===== src/rtl/crc32c_word_stream_defines.svh =====
// assertion macros for the crc32c word stream block
// expects aclk and aresetn in the scope of each use
`ifndef CRC32C_WORD_STREAM_DEFINES_SVH
`define CRC32C_WORD_STREAM_DEFINES_SVH

// checked only while out of reset
`define CRC32C_ASSERT(label, prop, msg) \
    label: assert property (@(posedge aclk) disable iff (!aresetn) prop) else $error(msg);

// checked at every edge, reset included
`define CRC32C_ASSERT_ALWAYS(label, prop, msg) \
    label: assert property (@(posedge aclk) prop) else $error(msg);

`endif


===== src/rtl/crc32c_pkg.sv =====
// shared constants and the crc-32c update matrix for the word stream block
// no dependencies
`default_nettype none

package crc32c_pkg;

    localparam int unsigned WORD_W = 32;
    localparam logic [WORD_W-1:0] CRC_POLY_REFL = 32'h82F6_3B78;
    localparam logic [WORD_W-1:0] CRC_SEED_RESET = 32'hBABA_7007;

    // apb register map, one 32-bit register at byte address 0
    localparam int unsigned PADDR_W = 3;
    localparam int unsigned REG_IDX_LSB = 2;
    localparam logic REG_IDX_SEED = 1'b0;

    typedef logic [WORD_W-1:0] crc_cols_t [WORD_W];

    // column i: the 32-shift update applied to a lone one in bit i
    function automatic logic [WORD_W-1:0] crc_column(input int unsigned bit_idx);
        logic [WORD_W-1:0] c;
        c = '0;
        c[bit_idx] = 1'b1;
        for (int unsigned k = 0; k < WORD_W; k++) begin
            c = (c >> 1) ^ (CRC_POLY_REFL & {WORD_W{c[0]}});
        end
        return c;
    endfunction

    function automatic crc_cols_t build_cols();
        crc_cols_t t;
        for (int unsigned i = 0; i < WORD_W; i++) begin
            t[i] = crc_column(i);
        end
        return t;
    endfunction

    localparam crc_cols_t CRC_COLS = build_cols();

endpackage

`default_nettype wire


===== src/rtl/crc32c_word_stream.sv =====
// crc32c_word_stream: running crc-32c over a stream of 32-bit words, apb seed register
// depends on crc32c_pkg and crc32c_word_stream_defines.svh
//
// One word is taken per clock. A word is captured in an input register, then a
// single xor tree (the 32x32 crc-32c update matrix, reflected poly 0x82F63B78, no
// inversion) folds it into the running crc, and a last word puts the crc in the
// output register. Sustained rate is one word per cycle, limited only by m_ready
// backpressure on last words. A first word starts from the crc_seed register
// (apb offset 0x0, reset 0xBABA7007); a word without first continues from the
// previous crc, which is zero after reset.
`default_nettype none

`include "crc32c_word_stream_defines.svh"

module crc32c_word_stream (
    input  wire logic                                 aclk,
    input  wire logic                                 aresetn,
    // word input
    input  wire logic                                 s_valid,
    output logic                                      s_ready,
    input  wire logic [crc32c_pkg::WORD_W-1:0]        s_data_word,
    input  wire logic                                 s_first_word,
    input  wire logic                                 s_last_word,
    // crc output
    output logic                                      m_valid,
    input  wire logic                                 m_ready,
    output logic [crc32c_pkg::WORD_W-1:0]             m_crc_value,
    // apb config
    input  wire logic                                 psel,
    input  wire logic                                 penable,
    input  wire logic                                 pwrite,
    input  wire logic [crc32c_pkg::PADDR_W-1:0]       paddr,
    input  wire logic [31:0]                          pwdata,
    output logic [31:0]                               prdata,
    output logic                                      pready
);

    logic [crc32c_pkg::WORD_W-1:0] seed_reg;
    logic [crc32c_pkg::WORD_W-1:0] running_crc_reg, running_crc_next;

    logic                          in_valid_reg;
    logic [crc32c_pkg::WORD_W-1:0] in_word_reg;
    logic                          in_first_reg;
    logic                          in_last_reg;

    logic                          out_valid_reg;
    logic [crc32c_pkg::WORD_W-1:0] out_crc_reg;

    logic                          advance;
    logic                          cfg_write;
    logic                          seed_sel;
    logic [crc32c_pkg::WORD_W-1:0] crc_in;

    // apb
    assign pready    = 1'b1;
    assign seed_sel  = (paddr[crc32c_pkg::REG_IDX_LSB] == crc32c_pkg::REG_IDX_SEED);
    assign cfg_write = psel && penable && pwrite && pready;
    assign prdata    = seed_sel ? seed_reg : '0;

    always_ff @(posedge aclk) begin
        if (!aresetn) begin
            seed_reg <= crc32c_pkg::CRC_SEED_RESET;
        end else if (cfg_write && seed_sel) begin
            seed_reg <= pwdata;
        end
    end

    // input stage moves on unless it holds a last word and the output is full
    assign advance = in_valid_reg && (!in_last_reg || !out_valid_reg || m_ready);
    assign s_ready = !in_valid_reg || advance;

    always_ff @(posedge aclk) begin
        if (!aresetn) begin
            in_valid_reg <= 1'b0;
        end else if (s_ready) begin
            in_valid_reg <= s_valid;
        end
    end

    always_ff @(posedge aclk) begin
        if (s_valid && s_ready) begin
            in_word_reg  <= s_data_word;
            in_first_reg <= s_first_word;
            in_last_reg  <= s_last_word;
        end
    end

    // word update as one xor tree over the matrix columns
    assign crc_in = (in_first_reg ? seed_reg : running_crc_reg) ^ in_word_reg;

    always_comb begin
        running_crc_next = '0;
        for (int unsigned i = 0; i < crc32c_pkg::WORD_W; i++) begin
            running_crc_next = running_crc_next
                             ^ (crc32c_pkg::CRC_COLS[i] & {crc32c_pkg::WORD_W{crc_in[i]}});
        end
    end

    always_ff @(posedge aclk) begin
        if (!aresetn) begin
            running_crc_reg <= '0;
        end else if (advance) begin
            running_crc_reg <= running_crc_next;
        end
    end

    // output register
    always_ff @(posedge aclk) begin
        if (!aresetn) begin
            out_valid_reg <= 1'b0;
        end else if (advance && in_last_reg) begin
            out_valid_reg <= 1'b1;
        end else if (m_ready) begin
            out_valid_reg <= 1'b0;
        end
    end

    always_ff @(posedge aclk) begin
        if (advance && in_last_reg) begin
            out_crc_reg <= running_crc_next;
        end
    end

    assign m_valid     = out_valid_reg;
    assign m_crc_value = out_crc_reg;

    `CRC32C_ASSERT_ALWAYS(a_reset_clears_crc,
        !aresetn |=> (running_crc_reg == '0),
        "running crc not cleared by reset")
    `CRC32C_ASSERT(a_stall_only_on_full_out,
        !s_ready |-> (in_valid_reg && in_last_reg && out_valid_reg && !m_ready),
        "input stalled without a blocked last word")
    `CRC32C_ASSERT(a_new_result_from_last,
        (m_valid && !$past(m_valid && !m_ready)) |-> $past(advance && in_last_reg),
        "result beat without a last word")
    `CRC32C_ASSERT(a_seed_write,
        (cfg_write && seed_sel) |=> (seed_reg == $past(pwdata)),
        "seed register not written")

endmodule

`default_nettype wire


===== config.mk =====
export PLATFORM = sky130hd
export DESIGN_NAME = crc32c_word_stream
export DESIGN_NICKNAME = d
export VERILOG_FILES = /design/src/rtl/crc32c_pkg.sv /design/src/rtl/crc32c_word_stream.sv
export VERILOG_INCLUDE_DIRS = /design/src /design/src/rtl
export SDC_FILE = /design/constraint.sdc
export NUM_CORES = 1
export LEC_CHECK = 0
export BUFFER_PORTS_ARGS = -buffer_cell sky130_fd_sc_hd__clkbuf_2
export CORE_MARGIN = 5
export CORE_UTILIZATION = 29
export DETAILED_ROUTE_END_ITERATION = 12
export GPL_TIMING_DRIVEN = 0
export PLACE_DENSITY = 0.55
export SETUP_SLACK_MARGIN = 0.05
export SKIP_LAST_GASP = 1
export SYNTH_ARGS = -nofsm -noshare
export SYNTH_HDL_FRONTEND = slang
export SYNTH_SLANG_ARGS = --single-unit

===== constraint.sdc =====
create_clock -name aclk -period 3.16 [get_ports aclk]
set_input_delay 0.158 -clock aclk [delete_from_list [all_inputs] [get_ports aclk]]
set_output_delay 0.158 -clock aclk [all_outputs]
set_load 0.02 [all_outputs]

# After elaboration in Yosys (flattened, before gate mapping)
# Index checks and enable logic that the tools add are counted.
# Widths: inputs -> output; s select.
totals:
  ff_bits: 132
  in_bits: 76
  out_inout_bits: 67
  word_cells: 58
op_classes:
  mux: 4
  bitwise: 33
  n_reduce_logical: 13
ops:
  columns: ["cell", "n"]
  rows:
  - ["$xor 32x32->32", 19]
  - ["$xor 32x31->32", 7]
  - ["$xor 32x30->32", 4]
  - ["$mux 32", 2]
  - ["$xor 32x29->32", 2]
  - ["$logic_and 1x1->1", 6]
  - ["$logic_not 1->1", 3]
  - ["$logic_or 1x1->1", 3]
  - ["$mux 1", 2]
  - ["$reduce_bool 2->1", 1]
  - ["$not 1->1", 1]

# Longest topological paths before layout
# Gate-level depths: netlist of the first run.
depth:
  word_depth: 33
  mapped_depth: 10

# Worst setup path before layout of the first run
# OpenSTA, ideal clock, no wires.
synth_timing:
  kind: "reg-to-reg"
  start: "register in_last_reg"
  end: "register in_first_reg (enable)"
  setup_time_ns: 0.446
  t_arrival_ns: 2.336
  slack_ns: 0.378
  path_stages_with_launch: 2
  period_less_slack_ns: 2.782
  path_cell_list: "edfxtp_1 -> a31oi_1"
synth_between:
  elab_chain_cells: 6
synth_lines:
  columns: ["item", "line_no", "source"]
  rows:
  - ["start: declaration", "crc32c_word_stream.sv:44", "logic in_last_reg;"]
  - ["start signal: assignment", "crc32c_word_stream.sv:84", "in_last_reg <= s_last_word;"]
  - ["$logic_not 1->1", "crc32c_word_stream.sv:69", "assign advance = in_valid_reg && (!in_last_reg || !out_valid_reg || m_ready);"]
  - ["$logic_or 1x1->1 (2 in a row)", "crc32c_word_stream.sv:69", null]
  - ["$logic_and 1x1->1", "crc32c_word_stream.sv:69", null]
  - ["$logic_or 1x1->1", "crc32c_word_stream.sv:70", "assign s_ready = !in_valid_reg || advance;"]
  - ["$logic_and 1x1->1", "crc32c_word_stream.sv:81", "if (s_valid && s_ready) begin"]
  - ["end signal: assignment", "crc32c_word_stream.sv:83", "in_first_reg <= s_first_word;"]
  - ["end: declaration", "crc32c_word_stream.sv:43", "logic in_first_reg;"]
# No other way between the ends.
# A chain may end at the register's enable or synchronous reset.

# Worst setup path in the final report of the first run
layout_timing:
  start: "register in_first_reg"
  end: "register running_crc_reg[0] (netlist name)"
layout_between:
  elab_chain_cells: 33
layout_lines:
  columns: ["item", "line_no", "source"]
  rows:
  - ["$mux 32 *", "crc32c_word_stream.sv:89", "assign crc_in = (in_first_reg ? seed_reg : running_crc_reg) ^ in_word_reg;"]
  - ["$xor 32x32->32 *", "crc32c_word_stream.sv:89", null]
  - ["$xor 32x32->32", "crc32c_word_stream.sv:95", "^ (crc32c_pkg::CRC_COLS[i] & {crc32c_pkg::WORD_W{crc_in[i]}});"]
  - ["$xor 32x31->32", "crc32c_word_stream.sv:95", null]
  - ["$xor 32x32->32 (4 in a row)", "crc32c_word_stream.sv:95", null]
  - ["$xor 32x31->32", "crc32c_word_stream.sv:95", null]
  - ["$xor 32x32->32", "crc32c_word_stream.sv:95", null]
  - ["$xor 32x31->32", "crc32c_word_stream.sv:95", null]
  - ["(+10 left out)", null, null]
  - ["$xor 32x30->32", "crc32c_word_stream.sv:95", null]
  - ["$xor 32x31->32", "crc32c_word_stream.sv:95", null]
  - ["$xor 32x32->32 (6 in a row)", "crc32c_word_stream.sv:95", null]
  - ["$xor 32x29->32 *", "crc32c_word_stream.sv:95", null]
  - ["$xor 32x30->32 *", "crc32c_word_stream.sv:95", null]
  - ["$xor 32x31->32 *", "crc32c_word_stream.sv:95", null]
  - ["$xor 32x32->32 *", "crc32c_word_stream.sv:95", null]
  - ["via running_crc_next, one bit", "crc32c_word_stream.sv:39", "logic [crc32c_pkg::WORD_W-1:0] running_crc_reg, running_crc_next;"]
  - ["end signal: assignment", "crc32c_word_stream.sv:103", "running_crc_reg <= running_crc_next;"]
  - ["end: declaration", "crc32c_word_stream.sv:39", null]
# Mark *: on every way through the listed nets, which the timed path passes. The rest lies on a longest branch.

==> flow_summary.yaml, run 1 <==
global_routing:
  grt.total_usage: 0.155
  grt_pass1_vias: 5966
  antenna_found_initial: 0
  grt_max_degree: 34
  grt_pass1_wl_mm: 37.6
  globalRouteOverflowTotal: 0
clocking:
  cts_htree_levels: 4
  numCtsBuffers: 17
  clk_pin_slew_worst_paths_ns: 0.06
  clock_path_buffers: 2
  cts_tree: "done"
  clock_latency_ns: 0.42
  cts-root-buf: "clkbuf_16"
  cts.sinks: 132
timing:
  fin_crit_sh: 0.976
  hold_violations: 0
  rsz0062_at_grt: "true"
  drv_slew: 0
  fin_skew_ns: 0.00779
  tightest_slew_ns: 0.815
  setup_viol: 0
  final.min_clock_period_ns: 3.09
  max_slew_margin: 0.457
  holdWs_ns: 0.0305
  fmax_ghz: 0.324
finish:
  drive_above_1_share: 0.336
  final_cell_count_no_fill: 1280
  synthToLayoutAreaGrowth_pct: 33.6
  fin_nets: 959
  final_util: 0.393
  regArea_um2: 3300
  antenna_cells: 0
  fillers: 2765
  multi_input_area_um2: 5220
  fin_area_um2: 11300
synth:
  ys_types: 40
  post-synth-top-area-cell: "edfxtp_1"
  ys_seq_area_frac: 0.392
  yosysTopAreaCellShare: 0.235
  yosysWarningCount: 0
  ys_ff_latch: 132
  post_synth_instance_area_um2: 8430
  synthCells: 642
  synthesis.nets: 718
  yosys-top-cells-area: "edfxtp_1 (24%), dfxtp_1 (16%), xnor3_1 (12%)"
  avgSynthCellArea_um2: 13.1
  async_reset_ff_frac: 0
  yosys-top-cells-count: "xnor2_1 (86), nand2_1 (72), dfxtp_1 (66), edfxtp_1 (66), xor2_1 (50)"
  synth_edf_count: 66
  synth_most_common_cell: "xnor2_1"
  synthFlopType: "edfxtp_1"
critical_path:
  ff2ff_path_depth: 10
  slowest_stage: "xnor3_1"
  crit_chain: "buf_6 -> buf_12 -> buf_12 -> mux2i_2 -> xnor2_4 -> xor2_4 -> xor2_1 -> xnor3_1 -> xor2_2 -> o211a_1"
  r2r-end: "running_crc_reg[0]$_SDFFE_PN0P_"
  cp.arrival_ns: 3.39
  crit_required_ns: 3.47
  end_kind: "register"
  crit_fanout: 10
  r2r_slack_ns: 0.07
  crit_start: "in_first_reg$_DFFE_PP_"
  cpPeakStageDelay_ns: 0.45
  regToRegStartpoint: "in_first_reg$_DFFE_PP_"
  critPathMostFrequentCell: "buf_12"
  critPathKind: "register to register"
  critPathLaunchType: "register"
worst_hold_path:
  hold_end: "in_valid_reg$_SDFFE_PN0N_"
  hold_path_depth: 3
  min_from: "s_valid"
  hold_class: "input pin to register"
placement:
  io_buffer_count: 139
  hpwl_mm: 19.8
  place_congestion: 0.900
  placed_area_um2: 9640
  placed_cells: 1166
floorplanning:
  die_h_um: 181
  die_area_um2: 32600
  core-area_um2: 28700
  rows: 62
  die_width_um: 181
  start_util: 0.294
  num_io_pins: 143
power:
  p_leak_nw: 4.78
  power_mw: 14.1
  irDropWorstVdd_v: 0.000554
  power_density_nw_per_um2: 1250
routing:
  dr.max_layer_used: "met4"
  first_iter_violations: 343
  wl_per_cell_um: 19.6
  route.met2.wl_mm: 12.3
  postRouteWirelength_mm: 25.0
  viasPerCell: 4.32
  ant_nets: 0
  vias: 5532
  drt-met1-wl_mm: 11.2
  drtPass1Iterations: 4
  wl_met3_um: 974
  drcViolationCount: 0
job:
  maxCapViolCount: 0
run_status:
  status: "complete, no violations"
==> power by group <==
group	switching, mW	internal (mW)
clock network	0.753	1.19
registers	0.206	2.70
logic	4.90	4.31
==> cell type report <==
type	instances	area share
multi-input combinational	478	0.463
sequential	132	0.293
timing repair buffer	222	0.133
clock buffer	20	0.0434
tap	384	0.0426
buffer	29	0.0150
clock inverter	12	0.00866
inverter	3	0.00100
==> repair_timing <==
action                                  4_1_cts  5_1_grt
hold buffers                                 66        0
gates resized for setup                      14       21
pin swaps                                     2        4
hold endpoints to repair                     66        0
gates cloned                                  0        0
setup buffers                                 6       10
endpoints found under the setup margin       22       22
==> worst max path at each step <==
stage | endpoint | slack, ns | cells past startpoint
finish | running_crc_reg[0]$_SDFFE_PN0P_ | 0.07 | 10
global route | running_crc_reg[0]$_SDFFE_PN0P_ | -0.02 | 10
CTS | running_crc_reg[0]$_SDFFE_PN0P_ | -0.009 | 10
detailed placement | m_crc_value[0]$_DFFE_PP_ | -0.11 | 8
global placement | in_word_reg[20]$_DFFE_PP_ | -0.80 | 1
floorplan | in_first_reg$_DFFE_PP_ | 0.38 | 1
==> cell usage in the layout, fill, tap and decap left out, drive strengths merged <==
cell and instances:
dlygate4sd3 66, conb 1, nand2b 3, clkbuf 182
a31oi 1, nand2 72, mux2i 32, clkinv 5
buf 23, edfxtp 66, xor2 68, o21ba 13
o211a 3, o21ai 13, nand3 18, a21oi 20
and2 1, nor2b 33, and4b 1, clkinvlp 3
bufinv 1, a31o 12, dfxtp 66, xnor2 120
inv 6, xnor3 45, and3 13, o31ai 1
nand4b 1, o21a 1, xor3 6
==> per-stage QoR <==
step           TNS [ns]  setup WS, ns
2_1_floorplan         0         0.378
3_3_place_gp     -27.53        -0.799
3_5_place_dp     -0.482        -0.109
4_1_cts         -0.0102      -0.00923
5_1_grt         -0.0523       -0.0244
6_report              0        0.0748
==> worst max-delay path: cells and delay by family (launching register included) <==
kind	cells	cell delay, ns
XOR/XNOR	5	1.51
flip-flops	1	0.33
AO/OA/AOI/OAI	1	0.23
buffers and inverters	3	0.54
multiplexers	1	0.34
==> per-layer routing <==
layer / GRT usage / up-vias
met5: 0 / -
met4: 0.0430 / 0
met3: 0.0309 / 30
met2: 0.260 / 153
met1: 0.204 / 2690
li1: - / 2659
==> kinds of logic after synthesis <==
group / Yosys count / synth area share
compound gates: 64 / 0.0536
mux: 32 / 0.0530
flops: 132 / 0.392
simple gates: 142 / 0.0821
other cells: 1 / 0.000445
xor+xnor: 239 / 0.398
buf+inv: 32 / 0.0214
(Power assumes the default switching activity.)
==> run 2: changes to the inputs <==
- REMOVE_ABC_BUFFERS: unset -> 1
==> run 2 against run 1 <==
Net effect: hold slack gained 0.086 ns; total power shrank 5.2%; cell count is essentially flat; register-to-register slack gained 0.04 ns; fmax grew 1.2%; clock skew grew 0.010 ns; routed wire length shrank 3.4%; die area is the same; critical path type unchanged.
==> flow_summary.yaml, run 2 (synthesis gave the netlist of run 1 again) <==
power:
  power_density_nw_per_um2: 1170
  irDropWorstVdd_v: 0.000512
  power_mw: 13.3
  p_leak_nw: 4.87
global_routing:
  grt.total_usage: 0.149
  antenna_found_initial: 0
  grt_max_degree: 60
  globalRouteOverflowTotal: 0
  grt_pass1_wl_mm: 35.8
  grt_pass1_vias: 5590
finish:
  fillers: 2744
  final_cell_count_no_fill: 1281
  final_cell_mix: "clkbuf_2 (139), xnor2_1 (81), nand2_1 (71), dlygate4sd3_1 (67)"
  fin_area_um2: 11400
  fin_nets: 960
  regArea_um2: 3300
  final_common_cell: "clkbuf_2"
  drive_above_1_share: 0.357
  antenna_cells: 0
  final_util: 0.398
  synthToLayoutAreaGrowth_pct: 35.5
  multi_input_area_um2: 5240
timing:
  rsz0062_at_grt: "true"
  drv_slew: 0
  hold_violations: 0
  fin_skew_ns: 0.0182
  fmax_ghz: 0.328
  max_slew_margin: 0.115
  tightest_slew_ns: 1.33
  setup_viol: 0
  fin_crit_sh: 0.965
  final.min_clock_period_ns: 3.05
floorplanning:
  core-area_um2: 28700
  die_h_um: 181
  rows: 62
  die_width_um: 181
  start_util: 0.294
  num_io_pins: 143
  die_area_um2: 32600
critical_path:
  crit_required_ns: 3.46
  cp.arrival_ns: 3.35
  end_kind: "register"
  critPathKind: "register to register"
  critPathLaunchType: "register"
  crit_chain: "buf_4 -> buf_16 -> buf_16 -> mux2i_4 -> xnor2_4 -> xor2_1 -> xnor3_1 -> xnor3_1 -> xnor2_2 -> a31o_1"
  path_delay_family: "XOR/XNOR gates"
  cpPeakStageDelay_ns: 0.48
  slowest_stage: "xnor3_1"
  crit_fanout: 10
  path_buf_inv: 3
clocking:
  clock_path_buffers: 2
  clk_pin_slew_worst_paths_ns: 0.06
  cts_htree_levels: 4
  cts_tree: "done"
  cts.sinks: 132
  numCtsBuffers: 17
  cts-root-buf: "clkbuf_16"
  clock_latency_ns: 0.43
routing:
  wl_per_cell_um: 18.9
  drcViolationCount: 0
  ant_nets: 0
  first_iter_violations: 206
  viasPerCell: 4.23
  vias: 5418
  postRouteWirelength_mm: 24.2
  drtPass1Iterations: 4
placement:
  hpwl_mm: 16.7
  io_buffer_count: 139
  placed_area_um2: 9620
  placed_cells: 1143
  place_congestion: 0.891
worst_hold_path:
  hold_class: "input pin to register"
run_status:
  status: "complete, no violations"
job:
  maxCapViolCount: 0
[run 2: changes by cell type in the layout (fill, tap and decap cells not counted), sizes merged]
| cell | before | now |
|---|---|---|
| buf | 23 | 46 |
| bufinv | 1 | 2 |
| clkbuf | 182 | 160 |
| clkinv | 5 | 6 |
| dlygate4sd3 | 66 | 67 |
| inv | 6 | 3 |
[run 2: area by class of cell]
class                      count  share of cell area
sequential                   132               0.289
tap                          384              0.0421
clock inverter                11             0.00975
multi-input combinational    478               0.458
inverter                       3            0.000986
timing repair buffer         252               0.160
clock buffer                  21              0.0394
[run 2: layer usage]
layer  wire length, µm  up-vias  global-route usage
met2             12100      124               0.251
met3               931       11              0.0279
li1                  -     2654                   -
met5                 0        -                   0
met1             10900     2629               0.196
met4               238        0              0.0384
[run 2: worst paths after layout]
kind / slack, ns / to / startpoint / depth (start not counted)
worst min-delay path: 0.12 / in_valid_reg$_SDFFE_PN0N_ / m_ready / 4
worst max register to register: 0.11 / running_crc_reg[23]$_SDFFE_PN0P_ / in_first_reg$_DFFE_PP_ / 10
worst max-delay path: 0.11 / running_crc_reg[23]$_SDFFE_PN0P_ / in_first_reg$_DFFE_PP_ / 10
worst min register to register: 0.47 / seed_reg[11]$_SDFFE_PN0P_ / seed_reg[11]$_SDFFE_PN0P_ / 2
[run 2: power by group]
part	total (mW)	switching (mW)	leakage [nW]	internal [mW]
clock network	1.94	0.767	0.270	1.17
registers	2.90	0.200	1.17	2.70
logic	8.49	4.23	3.44	4.26
total	13.3	5.20	4.87	8.13
[run 2: through the flow]
stage                     hold WS, ns  worst slack [ns]  TNS, ns
final                           0.116             0.111        0
after global routing            0.117           0.00735        0
after CTS                      0.0966            0.0553        0
after detailed placement        0.337            -0.548   -14.86
after global placement          0.336             -2.01  -161.37
after floorplan                 0.230            -0.837   -37.89
[run 2: timing repair]
| item | in CTS | in global routing |
|---|---|---|
| setup endpoints to repair | 62 | 30 |
| setup buffers | 17 | 22 |
| endpoints found under the hold margin | 67 | 0 |
| pin swaps | 8 | 9 |
| hold buffers | 67 | 0 |
| gates resized for setup | 14 | 22 |
[run 2: worst register-to-register path, delay by kind of cell (launching register included)]
kind / cells / cell delay (ns)
buf+inv: 3 / 0.49
xor+xnor: 5 / 1.62
compound gates: 1 / 0.22
mux: 1 / 0.22
flops: 1 / 0.38
